==> src/sv/pcm_pkg.sv <==
`timescale 1ns / 1ps
// ----------------------------------------------------------------------------
// pcm_pkg
// Types and constants shared by the channel merge controller and datapath.
// ----------------------------------------------------------------------------
package pcm_pkg;

    localparam int ACTION_W = 2;
    localparam int LEVEL_W  = 8;
    localparam int CHAN_W   = 9;
    localparam int VALUE_W  = 8;

    typedef enum logic [ACTION_W-1:0] {
        ACT_WRITE  = 2'd0,
        ACT_READ   = 2'd1,
        ACT_FINISH = 2'd2
    } t_action;

    // one level's entry for one channel
    typedef struct packed {
        logic               mask;
        logic [VALUE_W-1:0] value;
    } t_lane;

    // controller -> datapath
    typedef struct packed {
        logic accept;   // beat taken this cycle
        logic clear;    // clearing pass: zero one row
        logic resp;     // build the result
    } t_dp_cmd;

    // datapath -> controller
    typedef struct packed {
        logic clear_last;  // last row is being cleared
    } t_dp_status;

endpackage

==> src/sv/pcm_ctrl.sv <==
`timescale 1ns / 1ps
// ----------------------------------------------------------------------------
// pcm_ctrl
// Sequencer: clearing pass after reset, then accept / respond per beat.
// ----------------------------------------------------------------------------
module pcm_ctrl (
    input  logic                i_clk,
    input  logic                i_rst_n,
    input  logic                start,
    input  pcm_pkg::t_dp_status i_status,
    output pcm_pkg::t_dp_cmd    o_cmd,
    output logic                busy,
    output logic                o_strobe
);
    import pcm_pkg::*;

    typedef enum logic [1:0] {
        ST_CLEAR,
        ST_IDLE,
        ST_RESP
    } t_state;

    t_state r_state, n_state;
    logic   r_busy,  n_busy;
    logic   r_strobe, n_strobe;

    always_comb begin
        o_cmd.clear  = (r_state == ST_CLEAR);
        o_cmd.accept = (r_state == ST_IDLE) && start;
        o_cmd.resp   = (r_state == ST_RESP);
    end

    always_comb begin
        n_state  = r_state;
        n_busy   = r_busy;
        n_strobe = 1'b0;
        unique case (r_state)
            ST_CLEAR: begin
                if (i_status.clear_last) begin
                    n_state = ST_IDLE;
                    n_busy  = 1'b0;
                end
            end
            ST_IDLE: begin
                if (start) begin
                    n_state = ST_RESP;
                    n_busy  = 1'b1;
                end
            end
            ST_RESP: begin
                n_state  = ST_IDLE;
                n_busy   = 1'b0;
                n_strobe = 1'b1;
            end
            default: begin
                n_state = ST_CLEAR;
                n_busy  = 1'b1;
            end
        endcase
    end

    always_ff @(posedge i_clk) begin
        if (!i_rst_n) begin
            r_state  <= ST_CLEAR;
            r_busy   <= 1'b1;
            r_strobe <= 1'b0;
        end else begin
            r_state  <= n_state;
            r_busy   <= n_busy;
            r_strobe <= n_strobe;
        end
    end

    assign busy     = r_busy;
    assign o_strobe = r_strobe;

endmodule

==> config.mk <==
export PLATFORM = sky130hd
export DESIGN_NAME = pcm_ctrl
export DESIGN_NICKNAME = d
export VERILOG_FILES = /design/src/sv/pcm_pkg.sv /design/src/sv/pcm_ctrl.sv
export SDC_FILE = /design/constraint.sdc
export NUM_CORES = 1
export LEC_CHECK = 0
export BUFFER_PORTS_ARGS = -buffer_cell sky130_fd_sc_hd__clkbuf_2
export CAP_MARGIN = 20
export CORE_AREA = 4 4 41 43
export DETAILED_ROUTE_END_ITERATION = 6
export DIE_AREA = 0 0 45 47
export MAX_ROUTING_LAYER = met4
export PLACE_DENSITY = 0.33
export SETUP_SLACK_MARGIN = 0.2
export SYNTH_ARGS = -nofsm -noshare
export SYNTH_HDL_FRONTEND = slang
export SYNTH_SLANG_ARGS = --single-unit
==> constraint.sdc <==
create_clock -name i_clk -period 1.1 [get_ports i_clk]
set_input_delay 0.22 -clock i_clk [delete_from_list [all_inputs] [get_ports i_clk]]
set_output_delay 0.22 -clock i_clk [all_outputs]
set_load 0.01 [all_outputs]
# Word-level counts from Yosys, hierarchy flattened
# Index checks and enable logic that the tools add are counted.
dict set report word_totals {
  output_inout_bits 5
  register_bits 4
  inputBits 4
  word_cells 17
}
dict set report classes {
  mux 7
  reduce_logical 3
  n_eq_ne 4
}
# operator count
set op_table {}
lappend op_table {{$pmux W2 S3} 1}
lappend op_table {{$mux W2} 2}
lappend op_table {{$ne A2 B2 Y1 const B} 2}
lappend op_table {{$mux W1} 3}
lappend op_table {{$pmux W1 S3} 1}
lappend op_table {{$eq A2 B1 Y1 const B} 1}
lappend op_table {{$eq A2 B2 Y1 const B} 1}
lappend op_table {{$logic_not A2 Y1} 1}
lappend op_table {{$reduce_and A2 Y1} 1}
lappend op_table {{$logic_and A1 B1 Y1} 1}

# Longest topological paths before layout
dict set report logic_depth {
  depth_word 3
  mapped_depth 2
  mapped_depth_nobuf 2
}

# Worst setup path before layout
# Ideal clock, no wire load.
dict set report synth_timing {
  path_kind {register to output}
  startpoint {reg r_state[1]}
  endpoint {out o_cmd[0] (netlist bit)}
  setup_slack_ns 0.243
  required_ns 0.880
  stages_incl_launch_ff 3
  arrival_ns 0.637
  path_cell_list {dfxtp_1 > nor2b_1 > buf_4}
}
# item line
set synth_lines {}
lappend synth_lines {{from (decl)} pcm_ctrl.sv:23} ;# t_state r_state, n_state;
lappend synth_lines {{from (signal assigned)} pcm_ctrl.sv:68} ;# r_state <= n_state;
lappend synth_lines {{to (decl)} pcm_ctrl.sv:11} ;# output pcm_pkg::t_dp_cmd o_cmd,

==> impl_metrics.ini <==
[outcome]
status = finished with violations
violations = setup timing

[grt]
grt_use_total_pct = 4.98
grt_max_degree = 7
grt_pass1_wl_um = 634
grt-ovfl-total = 0
antenna_found_initial = 0
grt_pass1_vias = 156

[synth]
syn_area_um2 = 163
synth_fp_nets = 20
async_flop_share_pct = 0
synth-edff-count = 0
synth-main-ff-cell = dfxtp_1
synth_area_leader_cell = dfxtp_1
ys_seq_area_share_pct = 49.2
synth_area_leaders = dfxtp_1, and2_1, nor2b_1, o21ba_1, and3b_1
synthDistinctLibCells = 11
yosysTopAreaCellShare_pct = 49.2
synth_most_common_cell = dfxtp_1
ys_ff_latch = 4
yosysWarnings = 0
ys_top_cells_by_count = dfxtp_1, and2_1, nor2b_1
syn_inst = 16
avgSynthCellArea_um2 = 10.2

[routing]
drt_wl_total_um = 419
antenna_left = 0
dr.pass1.iters = 2
via_per_inst = 3.58
drt-initial-drc-count = 1
drc = 0
vias = 161
post_drt_wl_per_cell_um = 9.31

[sta]
worst_clock_skew_ps = 2.01
period_needed_ps = 1120
layout_setup_ws_ps = -19.2
setup_viol = 1
slew_headroom_pct = 86.5
worstMarginPinSlew_ps = 202
timing.fmax_mhz = 893
finalCritPeriodShare_pct = 102
finalHoldViolations = 0
grt_setup_unrepaired = true
drv_slew = 0
tns_ps = -19.2

[worst_hold_path]
hold_path_class = in -> reg

[flow_run]
cap_violations = 0

[clocking]
clockBufferDepth = 2
cts_hold_buf = 0
cts_max_level = 1
clk_latency_ps = 230
cts-root-buf = clkbuf_4
cts_buffers = 3
clkTransAtPathRegs_ps = 40
cts_tree = done
cts.sinks = 4

[worst_setup_path]
worstPathMaxFanout = 4
required_ps = 880
arrival_ps = 900
critPathCaptureType = output port
critPathKind = reg -> out
startpoint_type = flop

[die]
rows = 13
initial_core_util_pct = 12.5
boundaryPins = 9
chipWidth_um = 45
coreArea_um2 = 1300
die-area_um2 = 2120
die_height_um = 47

[power_and_ir_drop]
power_density_nw_per_um2 = 1390
leakagePower_uw = 0.000141
peakVddDrop_v = 0.000533

[finish]
fin_util_pct = 23.4
num-fill-cells = 156
num_antenna_cells = 0
drive_gt1_share_pct = 73.3
area_growth_syn_to_layout_pct = 86.9
nets = 36

[placement]
gp_congestion = 0.770
port_buffers = 8
-- repair_timing --
| action | 4_1_cts | 5_1_grt |
|---|---|---|
| pin swaps | 1 | 1 |
| endpoints found under the setup margin | 4 | 8 |
| resized for setup | 5 | 12 |
| buffers inserted | 2 | 2 |
-- flip-flops by register name, indices dropped and copies added (netlist names) --
register / flops
busy: 1
r_state: 2
o_strobe: 1
-- worst max-delay path: stages (launching register included) --
cell,delay (ps)
dfxtp_2,320
and3b_1,210
buf_2,130
-- cells in the final DEF (no fill, tap or decap) --
master    n
and2_1    1
o21ba_4   1
nor2b_1   2
clkbuf_4  3
dfxtp_4   1
buf_4     3
nor2_1    1
clkbuf_2  3
dfxtp_2   3
buf_6     3
o21a_1    1
a22oi_2   1
and3b_1   1
nor3b_1   1
and2_4    1
o21ai_1   1
buf_2     3
-- worst paths after layout --
check	startpoint	end	slack [ps]	depth (start not counted)
setup / recovery	r_state[1]$_SDFFE_PN0P_	o_cmd[2]	-20	2
hold / removal	i_rst_n	busy$_SDFFE_PN1P_	240	2
setup reg to reg	r_state[0]$_SDFFE_PN0P_	r_state[1]$_SDFFE_PN0P_	120	4
hold reg to reg	busy$_SDFFE_PN1P_	busy$_SDFFE_PN1P_	560	2
-- layer usage --
metal,global-route usage [%],up-vias,wire length (um)
li1,-,83,-
met4,5.26,0,0
met5,-,-,0
met3,3.45,0,23
met2,5.65,5,198
met1,5.23,73,198
-- report_power, final --
part | switching, uW | internal, uW
registers | 8.56 | 156
logic | 27.1 | 47.2
clock network | 62.3 | 122
-- stage by stage --
stage                     total power, uW  setup slack, ps  area [um^2]  hold slack (ps)  std cells
after global placement                212              180          214              502         38
final                                 424            -19.2          304              241         45
after CTS                             420            -38.0          267              227         43
after global routing                  450            -50.8          304              252         45
after floorplan                       190              243          163              334         16
after detailed placement              211              170          214              480         38
-- cell families after synthesis --
kind of cell | synth area share [%]
simple gates | 27.7
flops | 49.2
compound gates | 18.5
buf+inv | 4.62
-- cell type report --
type                       count  area, um^2  share of cell area [%]
clock buffer                   3        22.5                    7.41
multi-input combinational     11        88.8                    29.2
sequential                     4        87.6                    28.8
tap                           15        18.8                    6.17
timing repair buffer          12        86.3                    28.4
(Power assumes the default switching activity.)
